<file path="config.mk">
export PLATFORM = sky130hd
export DESIGN_NAME = ring_buffer_deque
export DESIGN_NICKNAME = d
export VERILOG_FILES = /design/src/sv/rbd_pkg.sv /design/src/sv/rbd_cell.sv /design/src/sv/ring_buffer_deque.sv
export SDC_FILE = /design/constraint.sdc
export NUM_CORES = 1
export LEC_CHECK = 0
export ABC_AREA = 1
export BUFFER_PORTS_ARGS = -buffer_cell sky130_fd_sc_hd__buf_2
export CAP_MARGIN = 10
export CORE_ASPECT_RATIO = 0.7
export CORE_UTILIZATION = 60
export DETAILED_ROUTE_END_ITERATION = 7
export PLACE_DENSITY = 0.78
export SYNTH_ARGS = -nofsm -noshare
export SYNTH_HDL_FRONTEND = slang
export SYNTH_SLANG_ARGS = --single-unit
</file>
<file path="constraint.sdc">
create_clock -name i_clk -period 9.31 [get_ports i_clk]
set_clock_uncertainty 0.15 [all_clocks]
set_input_delay 1.3965 -clock i_clk [delete_from_list [all_inputs] [get_ports i_clk]]
set_output_delay 1.3965 -clock i_clk [all_outputs]
set_load 0.05 [all_outputs]
</file>
<file path="src/sv/rbd_pkg.sv">
// rbd_pkg: shared types and codes for the ring buffer deque.
// Used by rbd_cell and ring_buffer_deque; depends on nothing.
package rbd_pkg;

    // Operation codes on the func input
    typedef enum logic [2:0] {
        FUNC_PUSH_FRONT = 3'd0,
        FUNC_PUSH_BACK  = 3'd1,
        FUNC_POP_FRONT  = 3'd2,
        FUNC_POP_BACK   = 3'd3,
        FUNC_READ       = 3'd4
    } t_func;

    // Result status codes
    typedef enum logic [1:0] {
        ST_DONE  = 2'd0,
        ST_FULL  = 2'd1,
        ST_EMPTY = 2'd2,
        ST_RANGE = 2'd3
    } t_status;

    // Per-cycle command broadcast to every cell
    typedef struct packed {
        logic shr;      // shift toward the back (push front)
        logic shl;      // shift toward the front (pop front)
        logic ld_back;  // load push word into the cell at the count
    } t_cell_ctl;

    localparam int unsigned FUNC_BITS  = 3;
    localparam int unsigned POS_BITS   = 4;
    localparam int unsigned CAP_BITS   = 5;
    localparam int unsigned IO_BITS    = 32;
    localparam logic [CAP_BITS-1:0] CAP_RESET = 5'd16;

endpackage

</file>
<file path="src/sv/rbd_cell.sv">
// rbd_cell: one storage cell of the deque chain, holding the entry at a fixed
// offset from the front. Depends on rbd_pkg.
module rbd_cell #(
    parameter int unsigned IDX   = 0,
    parameter int unsigned WB    = 32,
    parameter int unsigned CW    = 5,
    parameter int unsigned SW    = 5
) (
    input  logic               i_clk,
    input  rbd_pkg::t_cell_ctl i_ctl,
    input  logic [CW-1:0]      i_cnt,
    input  logic [SW-1:0]      i_sel,
    input  logic [WB-1:0]      i_left,
    input  logic [WB-1:0]      i_right,
    input  logic [WB-1:0]      i_push,
    output logic [WB-1:0]      o_data,
    output logic [WB-1:0]      o_hit_data
);

    logic [WB-1:0] r_data;
    logic          w_at_cnt;
    logic          w_hit;

    assign w_at_cnt = (i_cnt == CW'(IDX));
    assign w_hit    = (i_sel == SW'(IDX));

    // Entry update: shift from a neighbor or load at the back end
    always_ff @(posedge i_clk) begin
        priority if (i_ctl.shr) begin
            r_data <= i_left;
        end else if (i_ctl.shl) begin
            r_data <= i_right;
        end else if (i_ctl.ld_back && w_at_cnt) begin
            r_data <= i_push;
        end else begin
            r_data <= r_data;   // hold
        end
    end

    assign o_data     = r_data;
    // Drive the shared read bus only when selected
    assign o_hit_data = w_hit ? r_data : '0;

endmodule

</file>
<file path="src/sv/ring_buffer_deque.sv">
// ring_buffer_deque: double-ended queue built as a shifting chain of cells.
// Depends on rbd_pkg and rbd_cell.
//
//  Channel   Signals                                  Direction  Handshake
//  command   start, busy, i_func, i_push_value,       in         start & !busy
//            i_position
//  result    o_valid, o_status, o_value_out,          out        o_valid, one cycle
//            o_occupancy, o_is_empty, o_is_full
//  config    i_cfg_valid, o_cfg_ready, i_cfg_data     in         valid & ready
//
// One request per cycle: busy stays low, and the result of a request shows
// on the result ports with o_valid in the following cycle. Each request passes
// through the cell chain (shift, load or select) and then one result register.
// Reset (synchronous, active low) empties the deque and sets capacity to 16.
// Results are not held: the receiver takes each one in its strobe cycle.
module ring_buffer_deque #(
    parameter int unsigned DEPTH     = 16,
    parameter int unsigned WORD_BITS = 32
) (
    input  logic                              i_clk,
    input  logic                              i_rst_n,
    input  logic                              start,
    output logic                              busy,
    input  logic [rbd_pkg::FUNC_BITS-1:0]     i_func,
    input  logic signed [rbd_pkg::IO_BITS-1:0] i_push_value,
    input  logic [rbd_pkg::POS_BITS-1:0]      i_position,
    output logic                              o_valid,
    output logic [1:0]                        o_status,
    output logic signed [rbd_pkg::IO_BITS-1:0] o_value_out,
    output logic [rbd_pkg::CAP_BITS-1:0]      o_occupancy,
    output logic                              o_is_empty,
    output logic                              o_is_full,
    input  logic                              i_cfg_valid,
    output logic                              o_cfg_ready,
    input  logic [rbd_pkg::CAP_BITS-1:0]      i_cfg_data
);

    localparam int unsigned CW = $clog2(DEPTH + 1);
    localparam int unsigned SW = (CW > rbd_pkg::POS_BITS) ? CW : rbd_pkg::POS_BITS;
    localparam int unsigned WB = WORD_BITS;

    // Control and result registers
    logic [rbd_pkg::CAP_BITS-1:0] r_cap;
    logic [CW-1:0]                r_count;
    logic                         r_valid;
    rbd_pkg::t_status             r_status;
    logic [rbd_pkg::IO_BITS-1:0]  r_value;
    logic [CW-1:0]                r_occ;
    logic                         r_empty;
    logic                         r_full;

    logic [CW-1:0]                n_count;
    rbd_pkg::t_status             n_status;
    logic                         n_use_bus;

    logic                         w_accept;
    logic [CW-1:0]                w_ecap;
    logic                         w_is_full;
    logic                         w_is_empty;
    logic [SW-1:0]                w_sel;
    logic [SW-1:0]                w_pos;
    rbd_pkg::t_cell_ctl           w_ctl;
    logic [WB-1:0]                w_push_word;
    logic [WB-1:0]                w_rd_word;
    logic [rbd_pkg::IO_BITS-1:0]  w_rd_out;

    logic [WB-1:0]                w_cell_q   [DEPTH];
    logic [WB-1:0]                w_cell_hit [DEPTH];
    logic [WB-1:0]                w_bus      [DEPTH+1];

    assign w_accept    = start & ~busy;
    assign busy        = 1'b0;
    assign o_cfg_ready = 1'b1;

    // Effective capacity: zero acts as one, clamp to the chain length
    always_comb begin
        if (r_cap == '0) begin
            w_ecap = CW'(1);
        end else if (32'(r_cap) >= DEPTH) begin
            w_ecap = CW'(DEPTH);
        end else begin
            w_ecap = CW'(r_cap);
        end
    end

    assign w_is_full  = (r_count >= w_ecap);
    assign w_is_empty = (r_count == '0);
    assign w_pos      = SW'(i_position);

    // Word width conversion at the push side and the read side
    generate
        if (WB >= rbd_pkg::IO_BITS) begin : g_wide
            assign w_push_word = WB'(i_push_value);
            assign w_rd_out    = w_rd_word[rbd_pkg::IO_BITS-1:0];
        end else begin : g_narrow
            assign w_push_word = i_push_value[WB-1:0];
            assign w_rd_out    = {{(rbd_pkg::IO_BITS-WB){w_rd_word[WB-1]}}, w_rd_word};
        end
    endgenerate

    // Decode the request into a cell command, new count and status
    always_comb begin
        w_ctl     = '0;
        w_sel     = '0;
        n_count   = r_count;
        n_status  = rbd_pkg::ST_DONE;
        n_use_bus = 1'b0;
        unique case (rbd_pkg::t_func'(i_func))
            rbd_pkg::FUNC_PUSH_FRONT: begin
                if (w_is_full) begin
                    n_status = rbd_pkg::ST_FULL;
                end else begin
                    w_ctl.shr = w_accept;
                    n_count   = r_count + CW'(1);
                end
            end
            rbd_pkg::FUNC_PUSH_BACK: begin
                if (w_is_full) begin
                    n_status = rbd_pkg::ST_FULL;
                end else begin
                    w_ctl.ld_back = w_accept;
                    n_count       = r_count + CW'(1);
                end
            end
            rbd_pkg::FUNC_POP_FRONT: begin
                if (w_is_empty) begin
                    n_status = rbd_pkg::ST_EMPTY;
                end else begin
                    w_ctl.shl = w_accept;
                    n_use_bus = 1'b1;
                    n_count   = r_count - CW'(1);
                end
            end
            rbd_pkg::FUNC_POP_BACK: begin
                if (w_is_empty) begin
                    n_status = rbd_pkg::ST_EMPTY;
                end else begin
                    w_sel     = SW'(r_count - CW'(1));
                    n_use_bus = 1'b1;
                    n_count   = r_count - CW'(1);
                end
            end
            rbd_pkg::FUNC_READ: begin
                if (w_is_empty) begin
                    n_status = rbd_pkg::ST_EMPTY;
                end else if (w_pos >= SW'(r_count)) begin
                    n_status = rbd_pkg::ST_RANGE;
                end else begin
                    w_sel     = w_pos;
                    n_use_bus = 1'b1;
                end
            end
            default: begin
                // unused codes leave everything as is
            end
        endcase
    end

    // Cell chain: cell 0 is the front, neighbors feed each other
    assign w_bus[0] = '0;
    generate
        for (genvar g = 0; g < DEPTH; g++) begin : g_cell
            logic [WB-1:0] w_left;
            logic [WB-1:0] w_right;
            if (g == 0) begin : g_first
                assign w_left = w_push_word;
            end else begin : g_mid_l
                assign w_left = w_cell_q[g-1];
            end
            if (g == DEPTH - 1) begin : g_last
                assign w_right = '0;
            end else begin : g_mid_r
                assign w_right = w_cell_q[g+1];
            end

            rbd_cell #(
                .IDX (g),
                .WB  (WB),
                .CW  (CW),
                .SW  (SW)
            ) u_cell (
                .i_clk      (i_clk),
                .i_ctl      (w_ctl),
                .i_cnt      (r_count),
                .i_sel      (w_sel),
                .i_left     (w_left),
                .i_right    (w_right),
                .i_push     (w_push_word),
                .o_data     (w_cell_q[g]),
                .o_hit_data (w_cell_hit[g])
            );

            // Read bus: only the selected cell drives nonzero data
            assign w_bus[g+1] = w_bus[g] | w_cell_hit[g];
        end
    endgenerate

    assign w_rd_word = w_bus[DEPTH];

    // Control state: capacity, count, result strobe
    always_ff @(posedge i_clk) begin
        if (!i_rst_n) begin
            r_cap   <= rbd_pkg::CAP_RESET;
            r_count <= '0;
            r_valid <= 1'b0;
        end else begin
            r_valid <= w_accept;
            if (i_cfg_valid && o_cfg_ready) begin
                r_cap   <= i_cfg_data;
                r_count <= '0;
            end else if (w_accept) begin
                r_count <= n_count;
            end
        end
    end

    // Result payload
    always_ff @(posedge i_clk) begin
        if (w_accept) begin
            r_status <= n_status;
            r_value  <= n_use_bus ? w_rd_out : '0;
            r_occ    <= n_count;
            r_empty  <= (n_count == '0);
            r_full   <= (n_count == w_ecap);
        end
    end

    assign o_valid     = r_valid;
    assign o_status    = r_status;
    assign o_value_out = r_value;
    assign o_occupancy = rbd_pkg::CAP_BITS'(r_occ);
    assign o_is_empty  = r_empty;
    assign o_is_full   = r_full;

endmodule
</file>
==> implementation parameters <==
Parameter                              Value

Die
  Chip height    190.5 µm
  Number of top-level pins    92
  Chip Width    271.3 µm
  Core region area    49690 µm²
  FP Rows    68
  Starting density of the core    0.6130
  Die area    51690 µm²

Power and ir drop
  Power share of the clock group    0.369
  Total leakage power    0.01347 µW
  Sequential power share    0.516
  Internal Pwr Total    4267 µW
  PD cells    177.2 nW/µm²
  Worst vdd ir    0.1471 mV
  Gate power share    0.116
  Final Power    5774 µW
  Switching share of power    0.2611
  Switching pwr    1508 µW

GRT
  GRT Overall Usage    0.3348
  Number of antenna violations at the first check in global routing    0
  Via count of the first global-routing pass    24430
  Grt ovf    0
  First-pass GRT wire length    136600 µm
  Maximum number of pins on one net before global-route repair    214

Logic synthesis
  Register bit total from synthesis    564
  Yosys cell types    38
  Mapped Cells    3206
  Synth Cell Area    30460 µm²
  Net count after synthesis    3270
  Yosys synthesis warning count    0
  Average instance area after synthesis    9.501 µm²
  Sequential fraction of the synthesis area    0.5524
  Number of flops mapped to enable cells by yosys    553
  Commonest register cell after synthesis    edfxtp_1
  Ys async rst share    0

Cells and area
  Most frequent standard cell in the layout excluding fill and tap cells    edfxtp_1
  Fraction of layout instances using a drive strength above 1    0.08039
  Area growth, synth to finish    6.971%
  Leading cell types in the layout, fill and taps excluded    553 x edfxtp_1, 543 x nand3_1, 522 x nand2_1, 477 x inv_1, 372 x o221ai_1
  Fill count    3962
  Net count reported at finish    3192
  Antenna diode count    0

Setup path
  Crit Reg-Reg Startpoint    r_count[0]
  Cell count of the worst reg-to-reg path    13
  Worst R2R End    g_cell[5].u_cell.o_data[23]
  Critical path data required time    9.47 ns
  Peak fanout along the critical path    87
  Data arrival, critical path    5.58 ns
  Type of origin of the critical path    flip-flop
  Cell-by-cell listing of the critical path    inv_1, ha_1, nand2_1, inv_1, nand4_1, nand3_1, inv_2, nand3_4, inv_2, nor2_4, buf_4, o31ai_4, buf_4
  Category of the critical setup timing path    flip-flop to flip-flop
  Kind of end point of the critical path    flip-flop
  Worst reg-to-reg setup slack    3.89 ns
  Largest stage delay on the critical path    0.74 ns
  Critical path's slowest cell    nor2_4

Worst hold path
  Worst min-delay path class    flip-flop to flip-flop
  WHS Endpoint    r_cap[0]
  Start point of the worst min-delay path    r_cap[0]
  Number of cells on the worst hold path    2

Clock tree
  Sinks on the clock net    564
  Count of cells resized by post-cts repair    0
  Hold-fix buffers, CTS    0
  Number of clock buffers inserted by TritonCTS    54
  Clock edge transition at the registers on the reported setup and hold paths    0.07 ns
  CTS tree    done
  Post-CTS setup repair buffer count    0
  Maximum buffer depth of the clock tree    3
  Clock insertion delay at the later pin of the skew report    0.60 ns
  Clock root buffer master    clkbuf_16
  Clock H-tree levels    2

Run
  Max-capacitance violation count    0

Routing
  DRC violation total after the first TritonRoute iteration    4250
  Post-route DRC    0
  Routed vias    25490
  Wire length reported by the detailed router    86940 µm
  Vias per Instance    6.643
  Detailed Routing Iterations Pass 1    8
  Remaining antenna violation count    0
  Avg WL per Cell    22.66 µm

Placement
  Pre-CTS WS    3.416 ns
  Number of buffers added on ports    89
  Placed wire-length estimate after detailed placement    49810 µm
  Routability-driven placement congestion ratio    0.9197

Timing
  Final Hold Viols    0
  Final-report max-slew violation count    0
  Number of setup violations in the final report    0
  Worst-margin pin slew    1.207 ns
  Worst setup slack after layout    3.888 ns
  Ratio of final minimum period to clock period    0.5824
  Normalized max-slew margin    0.1955
  Clock period minus final worst setup slack    5.422 ns
  Fmax achieved    184.4 MHz
  Unrepaired setup endpoints after global routing    no
  Post-route worst hold slack    0.3519 ns
  Setup total negative slack    0 ns

Run status
  Outcome    finished clean
-- synthesized netlist by cell type, types with 16 or more instances --
master	n	area share
buf_4	52	0.013
o221ai_1	372	0.11
buf_2	87	0.014
nor2_1	216	0.027
ha_1	16	0.0066
o211ai_1	64	0.016
o21ai_0	80	0.013
clkbuf_1	102	0.013
nand3_1	544	0.089
buf_6	17	0.0063
inv_1	478	0.059
edfxtp_1	553	0.55
nand2_1	522	0.064
-- how the worst max path moves through the flow --
| stage | startpoint | end | slack [ns] | cells after the start |
|---|---|---|---|---|
| after global routing | r_count[0] | g_cell[5].u_cell.o_data[22] | 3.70 | 13 |
| final | r_count[0] | g_cell[5].u_cell.o_data[23] | 3.89 | 13 |
| after detailed placement | start | g_cell[5].u_cell.o_data[20] | 3.42 | 9 |
| after floorplan | i_func[2] | g_cell[10].u_cell.o_data[0] | 4.22 | 6 |
| after CTS | r_count[0] | g_cell[5].u_cell.o_data[23] | 4.00 | 13 |
| after global placement | start | g_cell[5].u_cell.o_data[20] | 3.54 | 9 |
-- per-layer routing --
metal / GRT usage / wire length (µm) / vias to the layer above
li1: - / - / 11330
met2: 0.5053 / 38150 / 1903
met1: 0.4754 / 33980 / 12000
met3: 0.07404 / 11510 / 259
met4: 0.1262 / 3296 / 0
met5: 0 / 0 / -
-- worst max-delay path, delay by kind of cell, from the launching register on --
kind / cells / cell delay (ns)
simple gates: 5 / 1.85
buf+inv: 6 / 1.68
flops: 1 / 0.55
compound gates: 1 / 0.42
fa+ha+maj: 1 / 0.38
-- sequential cells by signal, indices dropped and copies added (netlist names) --
signal                count
r_cap                     5
o_status                  2
r_count                   5
g_cell.u_cell.o_data    512
o_value_out              32
o_is_empty                1
o_valid                   1
o_occupancy               5
o_is_full                 1
-- final cells by class --
class                      count  area (µm²)  area share
inverter                     486        1837     0.05637
tap                          665       832.0     0.02554
sequential                   564       16830      0.5164
multi-input combinational   1889       10660      0.3272
clock buffer                  74        1448     0.04443
timing repair buffer         133       788.3     0.02419
clock inverter                26       192.7    0.005914
-- per-stage QoR --
step | cells | utilization | area, µm²
after floorplan | 3206 | - | 30460
after global routing | 3837 | 0.6558 | 32580
final | 3837 | 0.6558 | 32580
after CTS | 3837 | 0.6558 | 32580
after global placement | 3737 | 0.6228 | 30940
after detailed placement | 3737 | 0.6228 | 30940
-- power groups by stage --
stage                     clock network [µW]  registers [µW]  logic (µW)
after CTS                               2130            2980         653
after floorplan                            0            3070         416
after detailed placement                   0            3030         650
final                                   2130            2980         668
after global placement                     0            3030         629
after global routing                    2230            2990         719
-- cells by family after synthesis --
logic type / count (synthesis) / share of synthesized area
other cells: 2 / 0.0002465
compound gates: 549 / 0.1428
fa+ha+maj: 16 / 0.006572
xor+xnor: 4 / 0.001150
buf+inv: 753 / 0.1071
flops: 564 / 0.5524
simple gates: 1318 / 0.1897
(Power assumes the default switching activity.)
